**src/sv/tzca_pkg.sv**
```systemverilog
// ----------------------------------------------------------------------------
// tzca_pkg
// Types, constants and helpers shared by the time zone calendar adjust block.
// ----------------------------------------------------------------------------
package tzca_pkg;

	localparam int unsigned HOURS_PER_DAY   = 24;
	localparam int unsigned MONTHS_PER_YEAR = 12;
	localparam int unsigned YEAR_LAST       = 99;

	localparam int unsigned CFG_INDEX_W = 1;
	localparam int unsigned CFG_DATA_W  = 4;

	localparam logic [CFG_INDEX_W-1:0] REG_OFFSET_HOURS = 1'b0;
	localparam logic [CFG_INDEX_W-1:0] REG_SEASON_SHIFT = 1'b1;

	localparam logic [3:0] OFFSET_HOURS_RST = 4'd2;
	localparam logic       SEASON_SHIFT_RST = 1'b1;

	localparam logic [3:0] MONTH_FEB = 4'd2;
	localparam logic [3:0] MONTH_APR = 4'd4;
	localparam logic [3:0] MONTH_JUN = 4'd6;
	localparam logic [3:0] MONTH_SEP = 4'd9;
	localparam logic [3:0] MONTH_NOV = 4'd11;

	typedef struct packed {
		logic [5:0] in_second;
		logic [5:0] in_minute;
		logic [4:0] in_hour;
		logic [4:0] in_day;
		logic [3:0] in_month;
		logic [6:0] in_year;
		logic       season_is_winter;
	} in_item_t;

	typedef struct packed {
		logic [5:0] out_second;
		logic [5:0] out_minute;
		logic [4:0] out_hour;
		logic [4:0] out_day;
		logic [3:0] out_month;
		logic [6:0] out_year;
	} out_item_t;

	typedef struct packed {
		logic [3:0] offset_hours;
		logic       season_shift_enable;
	} cfg_t;

	// Days in a month; months outside 1..12 count as 31 days.
	function automatic logic [4:0] month_len(input logic [1:0] year_lo, input logic [3:0] month);
		logic [4:0] len;
		len = 5'd31;
		case (month)
			MONTH_FEB: len = (year_lo == 2'd0) ? 5'd29 : 5'd28;
			MONTH_APR, MONTH_JUN, MONTH_SEP, MONTH_NOV: len = 5'd30;
			default: len = 5'd31;
		endcase
		return len;
	endfunction

endpackage

```
**src/sv/tzca_if.sv**
```systemverilog
// ----------------------------------------------------------------------------
// tzca_if
// Valid/ready channels for UTC time requests and local time results.
// ----------------------------------------------------------------------------
interface tzca_in_if import tzca_pkg::*; ();
	logic     valid;
	logic     ready;
	in_item_t data;

	modport source (output valid, output data, input ready);
	modport sink (input valid, input data, output ready);
endinterface

interface tzca_out_if import tzca_pkg::*; ();
	logic      valid;
	logic      ready;
	out_item_t data;

	modport source (output valid, output data, input ready);
	modport sink (input valid, input data, output ready);
endinterface

```
**src/sv/tzca_cfg.sv**
```systemverilog
// ----------------------------------------------------------------------------
// tzca_cfg
// Configuration registers: hour offset and seasonal shift enable.
// ----------------------------------------------------------------------------
module tzca_cfg import tzca_pkg::*; (
	input  logic                   clk,
	input  logic                   arst_n,
	input  logic                   cfg_we,
	input  logic [CFG_INDEX_W-1:0] cfg_index,
	input  logic [CFG_DATA_W-1:0]  cfg_data,
	output cfg_t                   cfg
);

	logic [3:0] offset_hours_q;
	logic       season_shift_enable_q;

	always_ff @(posedge clk or negedge arst_n) begin
		if (!arst_n) begin
			offset_hours_q        <= OFFSET_HOURS_RST;
			season_shift_enable_q <= SEASON_SHIFT_RST;
		end else if (cfg_we) begin
			unique case (cfg_index)
				REG_OFFSET_HOURS: offset_hours_q        <= cfg_data[3:0];
				REG_SEASON_SHIFT: season_shift_enable_q <= cfg_data[0];
				default: ;
			endcase
		end
	end

	assign cfg.offset_hours        = offset_hours_q;
	assign cfg.season_shift_enable = season_shift_enable_q;

endmodule

```
**src/sv/tzca_calc.sv**
```systemverilog
// ----------------------------------------------------------------------------
// tzca_calc
// Adds the hour offset to a UTC timestamp and rolls over day, month, year.
// ----------------------------------------------------------------------------
module tzca_calc import tzca_pkg::*; (
	input  in_item_t  item,
	input  cfg_t      cfg,
	output out_item_t res
);

	logic [4:0] steps;
	logic [5:0] hour_sum;
	logic [4:0] hour_new;
	logic       day_adv;
	logic [5:0] day_inc;
	logic [4:0] mlen;
	logic       month_adv;
	logic [4:0] month_inc;
	logic       year_adv;
	logic [4:0] day_new;
	logic [3:0] month_new;
	logic [6:0] year_new;

	assign steps    = {1'b0, cfg.offset_hours}
			+ {4'd0, item.season_is_winter & cfg.season_shift_enable};
	assign hour_sum = {1'b0, item.in_hour} + {1'b0, steps};

	// Offset is at most 16 hours, so there is at most one day rollover.
	always_comb begin
		hour_new = item.in_hour;
		day_adv  = 1'b0;
		if (steps != 5'd0) begin
			if (item.in_hour >= 5'(HOURS_PER_DAY)) begin
				// out-of-range hour wraps on the first step
				hour_new = steps - 5'd1;
				day_adv  = 1'b1;
			end else if (hour_sum >= 6'(HOURS_PER_DAY)) begin
				hour_new = 5'(hour_sum - 6'(HOURS_PER_DAY));
				day_adv  = 1'b1;
			end else begin
				hour_new = hour_sum[4:0];
			end
		end
	end

	assign mlen      = month_len(item.in_year[1:0], item.in_month);
	assign day_inc   = {1'b0, item.in_day} + 6'd1;
	assign month_adv = day_adv && (day_inc > {1'b0, mlen});
	assign month_inc = {1'b0, item.in_month} + 5'd1;
	assign year_adv  = month_adv && (month_inc > 5'(MONTHS_PER_YEAR));

	always_comb begin
		day_new   = item.in_day;
		month_new = item.in_month;
		year_new  = item.in_year;
		if (day_adv) begin
			day_new = month_adv ? 5'd1 : day_inc[4:0];
		end
		if (month_adv) begin
			month_new = year_adv ? 4'd1 : month_inc[3:0];
		end
		if (year_adv) begin
			year_new = (item.in_year >= 7'(YEAR_LAST)) ? 7'd0 : item.in_year + 7'd1;
		end
	end

	assign res.out_second = item.in_second;
	assign res.out_minute = item.in_minute;
	assign res.out_hour   = hour_new;
	assign res.out_day    = day_new;
	assign res.out_month  = month_new;
	assign res.out_year   = year_new;

endmodule

```
**src/sv/time_zone_calendar_adjust.sv**
```systemverilog
// ----------------------------------------------------------------------------
// time_zone_calendar_adjust
// Converts a UTC date and time into local time by a configured hour offset
// with optional winter shift and calendar rollover.
// ----------------------------------------------------------------------------
//  channel   dir  handshake     payload
//  in_ch     in   valid/ready   UTC time, date, season flag (in_item_t)
//  out_ch    out  valid/ready   local time and date (out_item_t)
//  cfg_*     in   write enable  offset_hours, season_shift_enable
//
//  One request per cycle while out_ch is not stalled; each result passes the input
//  register, then the result register behind the offset/rollover logic, before it
//  is on out_ch.
//  arst_n clears both stage valids and restores register defaults.
//  A stalled output holds its result; in_ch keeps accepting while the input
//  stage can move forward or is empty.
// ----------------------------------------------------------------------------
module time_zone_calendar_adjust import tzca_pkg::*; (
	input  logic                   clk,
	input  logic                   arst_n,
	input  logic                   cfg_we,
	input  logic [CFG_INDEX_W-1:0] cfg_index,
	input  logic [CFG_DATA_W-1:0]  cfg_data,
	tzca_in_if.sink                in_ch,
	tzca_out_if.source             out_ch
);

	cfg_t      cfg;
	in_item_t  item_s1;
	logic      valid_s1;
	out_item_t res_comb;
	out_item_t res_s2;
	logic      valid_s2;
	logic      ready_s1;
	logic      ready_s2;

	tzca_cfg u_cfg (
		.clk       (clk),
		.arst_n    (arst_n),
		.cfg_we    (cfg_we),
		.cfg_index (cfg_index),
		.cfg_data  (cfg_data),
		.cfg       (cfg)
	);

	tzca_calc u_calc (
		.item (item_s1),
		.cfg  (cfg),
		.res  (res_comb)
	);

	assign ready_s2    = !valid_s2 || out_ch.ready;
	assign ready_s1    = !valid_s1 || ready_s2;
	assign in_ch.ready = ready_s1;

	always_ff @(posedge clk or negedge arst_n) begin
		if (!arst_n) begin
			valid_s1 <= 1'b0;
			valid_s2 <= 1'b0;
		end else begin
			if (ready_s1) begin
				valid_s1 <= in_ch.valid;
			end
			if (ready_s2) begin
				valid_s2 <= valid_s1;
			end
		end
	end

	always_ff @(posedge clk) begin
		if (ready_s1 && in_ch.valid) begin
			item_s1 <= in_ch.data;
		end
		if (ready_s2 && valid_s1) begin
			res_s2 <= res_comb;
		end
	end

	assign out_ch.valid = valid_s2;
	assign out_ch.data  = res_s2;

endmodule
```
**src/flat_wrapper.sv**
```systemverilog
// flat-port wrapper written by rule: the top's interface ports become plain ports
module time_zone_calendar_adjust_flat import tzca_pkg::*;
  (clk, arst_n, cfg_we, cfg_index, cfg_data, in_ch_valid, in_ch_data, in_ch_ready, out_ch_valid, out_ch_data, out_ch_ready);
  tzca_in_if in_ch_i ();
  tzca_out_if out_ch_i ();
  input  logic clk;
  input  logic arst_n;
  input  logic cfg_we;
  input  logic [CFG_INDEX_W-1:0] cfg_index;
  input  logic [CFG_DATA_W-1:0] cfg_data;
  input wire logic [$bits(in_ch_i.valid)-1:0] in_ch_valid;
  input wire logic [$bits(in_ch_i.data)-1:0] in_ch_data;
  output wire logic [$bits(in_ch_i.ready)-1:0] in_ch_ready;
  output wire logic [$bits(out_ch_i.valid)-1:0] out_ch_valid;
  output wire logic [$bits(out_ch_i.data)-1:0] out_ch_data;
  input wire logic [$bits(out_ch_i.ready)-1:0] out_ch_ready;
  assign in_ch_i.valid = in_ch_valid;
  assign in_ch_i.data = in_ch_data;
  assign in_ch_ready = in_ch_i.ready;
  assign out_ch_valid = out_ch_i.valid;
  assign out_ch_data = out_ch_i.data;
  assign out_ch_i.ready = out_ch_ready;
  time_zone_calendar_adjust u_core (.clk(clk), .arst_n(arst_n), .cfg_we(cfg_we), .cfg_index(cfg_index), .cfg_data(cfg_data), .in_ch(in_ch_i), .out_ch(out_ch_i));
endmodule
```
**config.mk**
```make
export PLATFORM = sky130hd
export DESIGN_NAME = time_zone_calendar_adjust_flat
export DESIGN_NICKNAME = d
export VERILOG_FILES = /design/src/sv/tzca_pkg.sv /design/src/sv/tzca_if.sv /design/src/sv/tzca_cfg.sv /design/src/sv/tzca_calc.sv /design/src/sv/time_zone_calendar_adjust.sv /design/src/flat_wrapper.sv
export SDC_FILE = /design/constraint.sdc
export NUM_CORES = 1
export LEC_CHECK = 0
export ABC_AREA = 1
export BUFFER_PORTS_ARGS = -buffer_cell sky130_fd_sc_hd__buf_2
export CAP_MARGIN = 20
export CORE_MARGIN = 2
export CORE_UTILIZATION = 49
export DETAILED_ROUTE_END_ITERATION = 6
export PLACE_DENSITY = 0.8
export REMOVE_ABC_BUFFERS = 1
export SETUP_SLACK_MARGIN = 0.1
export SLEW_MARGIN = 25
export SYNTH_ARGS = -nofsm -noshare
export SYNTH_HDL_FRONTEND = slang
export SYNTH_SLANG_ARGS = --single-unit
export TNS_END_PERCENT = 20
```
**constraint.sdc**
```tcl
create_clock -name clk -period 2.8 [get_ports clk]
set_input_delay 0.28 -clock clk [delete_from_list [all_inputs] [get_ports clk]]
set_output_delay 0.28 -clock clk [all_outputs]
set_load 0.02 [all_outputs]
```
==> Word-level counts from Yosys, hierarchy flattened <==
Cells that the tools add are included.
{ "totals": {"romBits": 0, "regBits": 74, "mem_bits_rw": 0, "latch_bits": 0, "mem_count": 0, "elab_cells": 63} }
{ "classes": {"eq_ne": 5, "mul": 0, "n_bitwise": 2, "muxes": 14, "n_lt_le_gt_ge": 5, "reduce_logical": 13, "n_shift": 0, "n_addsub": 7, "div_mod_pow": 0} }
{ "ops": {"columns": ["op", "n"], "rows": [
  ["$mux 5", 5],
  ["$mux 7", 2],
  ["$eq 4x3->1 const B", 2],
  ["$eq 4x4->1 const B", 2],
  ["$mux 4", 2],
  ["$add 7x1->7 const B", 1],
  ["$ge 7x7->1 const B", 1],
  ["$add 5x1->6 const B", 1],
  ["$add 5x5->6", 1],
  ["$ge 6x5->1 const B", 1],
  ["$gt 6x5->1", 1],
  ["$add 4x1->5", 1],
  ["$add 4x1->5 const B", 1],
  ["$ge 5x5->1 const B", 1],
  ["$gt 5x4->1 const B", 1],
  ["$reduce_bool 5->1", 1],
  ["$sub 5x1->5 const B", 1],
  ["$sub 5x5->5 const B", 1],
  ["$eq 4x2->1 const B", 1],
  ["$logic_and 1x1->1", 4],
  ["$mux 1", 4],
  ["$pmux 2 s2", 1],
  ["$reduce_and 2->1", 2],
  ["$reduce_or 4->1", 1],
  ["other kinds (5)", 7]
]} }

==> Longest topological paths before layout <==
{ "depth": {"depth_word": 11, "mapped_depth": 20} }

==> Modules after synthesis <==
A second synthesis with hierarchy kept.
{ "unflattened": {"cells_unflattened": 353, "area_unflattened_um2": 3684.8} }
{ "by_module_without_submodules": {"columns": ["mod", "cells_per_inst", "n_inst", "area_per_inst_um2"], "rows": [
  ["time_zone_calendar_adjust", 79, 1, 2107.0],
  ["tzca_calc", 250, 1, 1366.3],
  ["tzca_cfg", 24, 1, 211.5]
]} }

==> Least setup slack after synthesis <==
No wires, ideal clock.
{ "synth_timing": {"path_kind": "register -> register", "start": "reg u_core.u_cfg.season_shift_enable_q", "end": "reg u_core.res_s2 (netlist bit u_core.out_ch.data[8]) (data pin)", "synth_period_minus_slack_ns": 2.655, "arrival_ns": 2.400, "n_path_buf": 0, "stages_incl_launch_ff": 18, "t_required_ns": 2.545, "setup_ns": 0.255, "path_slack_ns": 0.145, "cell_sequence": "dfstp_2 > nand2_1 > inv_1 > ha_1 > ha_1 > nand2_2 > nor2_1 > ha_1 > nand2_1 > inv_1 > nand2_1 > nand3_1 > nor2_2 > nand2_1 > nand3_2 > nand2_1 > o21ai_0 > inv_1"} }
{ "synth_rtl": {"columns": ["element", "line", "text"], "rows": [
  ["from (decl)", "tzca_cfg.sv:15", "logic season_shift_enable_q;"],
  ["from (signal assigned)", "tzca_cfg.sv:24", "REG_SEASON_SHIFT: season_shift_enable_q <= cfg_data[0];"],
  ["to (signal assigned)", "time_zone_calendar_adjust.sv:75", "res_s2 <= res_comb;"],
  ["to (decl)", "time_zone_calendar_adjust.sv:32", "out_item_t res_s2;"]
]} }

==> flow_metrics.py <==
metrics = {
    "outcome": {
        "status": "finished clean",
    },
    "route": {
        "ant_nets": 0,
        "viasPerCell": 5.06,
        "totalWireLength_um": 7230,
        "first_iter_violations": 172,
        "wl_per_cell_um": 13.5,
        "drcViolationCount": 0,
        "routed-via-count": 2705,
        "drt_first_pass_iters": 5,
    },
    "cells_and_area": {
        "fin_area_um2": 4580,
        "drive_gt1_frac": 0.360,
        "syn2layout_area_growth_pct": 28.0,
        "multi_input_area_um2": 1370,
        "final_cell_mix": "buf_2 (78), edfxtp_1 (67), nand2_1 (66)",
        "fillers": 545,
        "final_common_cell": "buf_2",
        "n_antenna_cell": 0,
        "nNetsFinal": 493,
        "finish.utilization": 0.638,
        "regArea_um2": 2190,
    },
    "power": {
        "power_density_nw_per_um2": 665,
        "leakage_nw": 2.03,
        "power_mw": 3.05,
        "peakVddDrop_v": 0.000341,
    },
    "clocking": {
        "cts_buffer_depth": 2,
        "cts.sinks": 74,
        "tritoncts": "done",
        "clk_pin_slew_ns": 0.08,
        "cts_max_level": 3,
        "clkLatencyLatePin_ns": 0.36,
        "root_buffer": "clkbuf_8",
        "cts_inserted_buffers": 9,
    },
    "placed_design": {
        "place_area_um2": 4140,
        "place.gp.congestion": 0.868,
        "port_buffers": 78,
        "dp_hpwl_um": 5150,
    },
    "floorplan": {
        "dieArea_um2": 8000,
        "fp.dieW_um": 89.5,
        "core-area_um2": 7180,
        "rows": 31,
        "die_h_um": 89.5,
        "io_pins": 79,
        "initial_core_util": 0.499,
    },
    "setup_path": {
        "path_max_fanout": 8,
        "end_kind": "flip-flop",
        "reg2reg_from": "u_core.u_cfg.season_shift_enable_q$_DFFE_PN1P_",
        "crit_type": "reg2reg",
        "rr_endpoint": "u_core.out_ch.data[15]$_DFFE_PP_",
        "crit_required_ns": 2.92,
        "regToRegSetupSlack_ns": 0.19,
        "critPathLaunchType": "flip-flop",
        "r2r_cells": 16,
        "critPathArrivalTime_ns": 2.72,
    },
    "synth": {
        "synth_area_um2": 3580,
        "yosys.area.top_type": "edfxtp_1",
        "synth_compound_area_frac": 0.0615,
        "synth_fa_ha_area_frac": 0.0650,
        "synth_xor_area_frac": 0.0147,
        "syn_inst": 331,
        "synth.distinct_cells": 33,
        "yosys_warnings": 0,
        "ys_ff_latch": 74,
        "synth_top_family_by_area": "simple AND/OR/NAND/NOR gates",
        "yosysTopAreaCellShare": 0.562,
        "synth_mux_area_frac": 0.00629,
        "synth_area_leaders": "edfxtp_1 (56%), nand2_1 (8.0%), ha_1 (5.9%), inv_1 (5.0%), dfrtp_1 (3.5%)",
        "ys_seq_area_frac": 0.612,
        "synth-simple-area-share": 0.181,
        "synth_area_per_cell_um2": 10.8,
    },
    "global_routing": {
        "grt_max_degree": 20,
        "grt_use_total": 0.189,
        "grt_overflow_total": 0,
        "antenna_found_initial": 0,
        "grt_pass1_wl_um": 11300,
        "grt_pass1_vias": 2599,
    },
    "sta": {
        "hold_viol_final": 0,
        "whs_ns": 0.0904,
        "setup_viol": 0,
        "maxSlewHeadroom": 0.622,
        "setup_tns_ns": 0,
        "worst_slew_pin_slew_ns": 0.565,
        "clock_skew_ns": 0.0117,
        "fmax_mhz": 384,
        "grt_setup_unrepaired": "yes",
        "fin_crit_sh": 0.930,
        "finalCriticalPeriod_ns": 2.61,
        "maxSlewViolCount": 0,
    },
    "job": {
        "drv_cap": 0,
    },
    "min_path": {
        "whs_endpoint": "u_core.item_s1[28]$_DFFE_PP_",
        "hp-class": "in2reg",
        "min_path_cells": 1,
        "hold_path.startpoint": "in_ch_data[28]",
    },
}
-- where the power goes --
| group | leakage [nW] | switching (mW) | internal [mW] |
|---|---|---|---|
| clock | 0.0988 | 0.429 | 0.426 |
| combinational | 1.22 | 0.475 | 0.294 |
| sequential | 0.721 | 0.0612 | 1.36 |
| total | 2.03 | 0.965 | 2.08 |
-- state kept, by name, indices dropped and copies added, names as in the netlist --
| register | cells |
|---|---|
| u_core.valid_s1 | 1 |
| u_core.u_cfg.offset_hours_q | 4 |
| u_core.item_s1 | 34 |
| u_core.out_ch.valid | 1 |
| u_core.u_cfg.season_shift_enable_q | 1 |
| u_core.out_ch.data | 33 |
-- logic make-up (layout without fill, tap and decap cells) --
logic type / count (synthesis) / after routing
compound gates: 36 / 36
simple gates: 142 / 142
fa+ha+maj: 18 / 18
xor+xnor: 6 / 6
buf+inv: 53 / 158
flops: 74 / 74
mux: 2 / 2
-- per-stage QoR --
step,setup slack [ns],std cells
after floorplan,0.145,328
after global placement,0.0666,513
after detailed placement,-0.0687,513
after CTS,0.100,532
after global routing,0.0274,535
final,0.195,535
-- cell usage after synthesis, drive strengths merged --
library cell  instances
nand2                78
edfxtp               67
inv                  49
nand3                22
nor2                 21
ha                   17
o21ai                17
a21oi                14
nand4                14
dfrtp                 5
nor3                  4
xor2                  4
buf                   3
a31oi                 2
dfstp                 2
mux2                  2
or2                   2
xnor2                 2
a22oi                 1
clkinv                1
fa                    1
nor3b                 1
o2111ai               1
o211ai                1
-- repair_timing --
item | in CTS | in global routing
setup buffers | 2 | 3
setup endpoints to repair | 15 | 18
gates resized for setup | 18 | 32
hold endpoints to repair | 7 | 0
hold buffers | 1 | 0
pin swaps | 3 | 14
-- cell type report --
type	instances	area share
well taps	99	0.0270
clock inverters	7	0.0180
flip-flops and latches	74	0.478
clock buffers	9	0.0270
inverters	50	0.0410
multi-input cells	204	0.299
repair buffers	92	0.110
-- critical path, stage by stage (launching register included) --
cell     delay (ns)
dfstp_2        0.54
nand2_2        0.05
inv_2          0.06
ha_4           0.15
ha_4           0.15
nor2_1         0.06
nor2_4         0.18
ha_4           0.25
a21oi_1        0.18
nand3_1        0.12
nand2_2        0.09
inv_2          0.06
nand2_4        0.09
a21oi_4        0.08
buf_6          0.14
o21ai_2        0.11
inv_1          0.05
-- layer usage --
metal  wire, um  vias up  share of wire  global-route usage
met5          0        -              0                   0
met4        145        0          0.020              0.0896
met3        570       19          0.079              0.0656
met2       3780      112           0.52               0.332
met1       2730     1240           0.38               0.202
li1           -     1334              -                   -
-- worst max-delay path by stage --
stage / startpoint / to / slack (ns)
6_report: u_core.u_cfg.season_shift_enable_q$_DFFE_PN1P_ / u_core.out_ch.data[15]$_DFFE_PP_ / 0.19
5_1_grt: u_core.u_cfg.season_shift_enable_q$_DFFE_PN1P_ / u_core.out_ch.data[7]$_DFFE_PP_ / 0.03
4_1_cts: u_core.u_cfg.season_shift_enable_q$_DFFE_PN1P_ / u_core.out_ch.data[15]$_DFFE_PP_ / 0.10
3_5_place_dp: u_core.u_cfg.season_shift_enable_q$_DFFE_PN1P_ / u_core.out_ch.data[8]$_DFFE_PP_ / -0.07
3_3_place_gp: u_core.u_cfg.season_shift_enable_q$_DFFE_PN1P_ / u_core.out_ch.data[8]$_DFFE_PP_ / 0.07
2_1_floorplan: u_core.u_cfg.season_shift_enable_q$_DFFE_PN1P_ / u_core.out_ch.data[8]$_DFFE_PP_ / 0.14
Power figures use the tool's default switching activity.
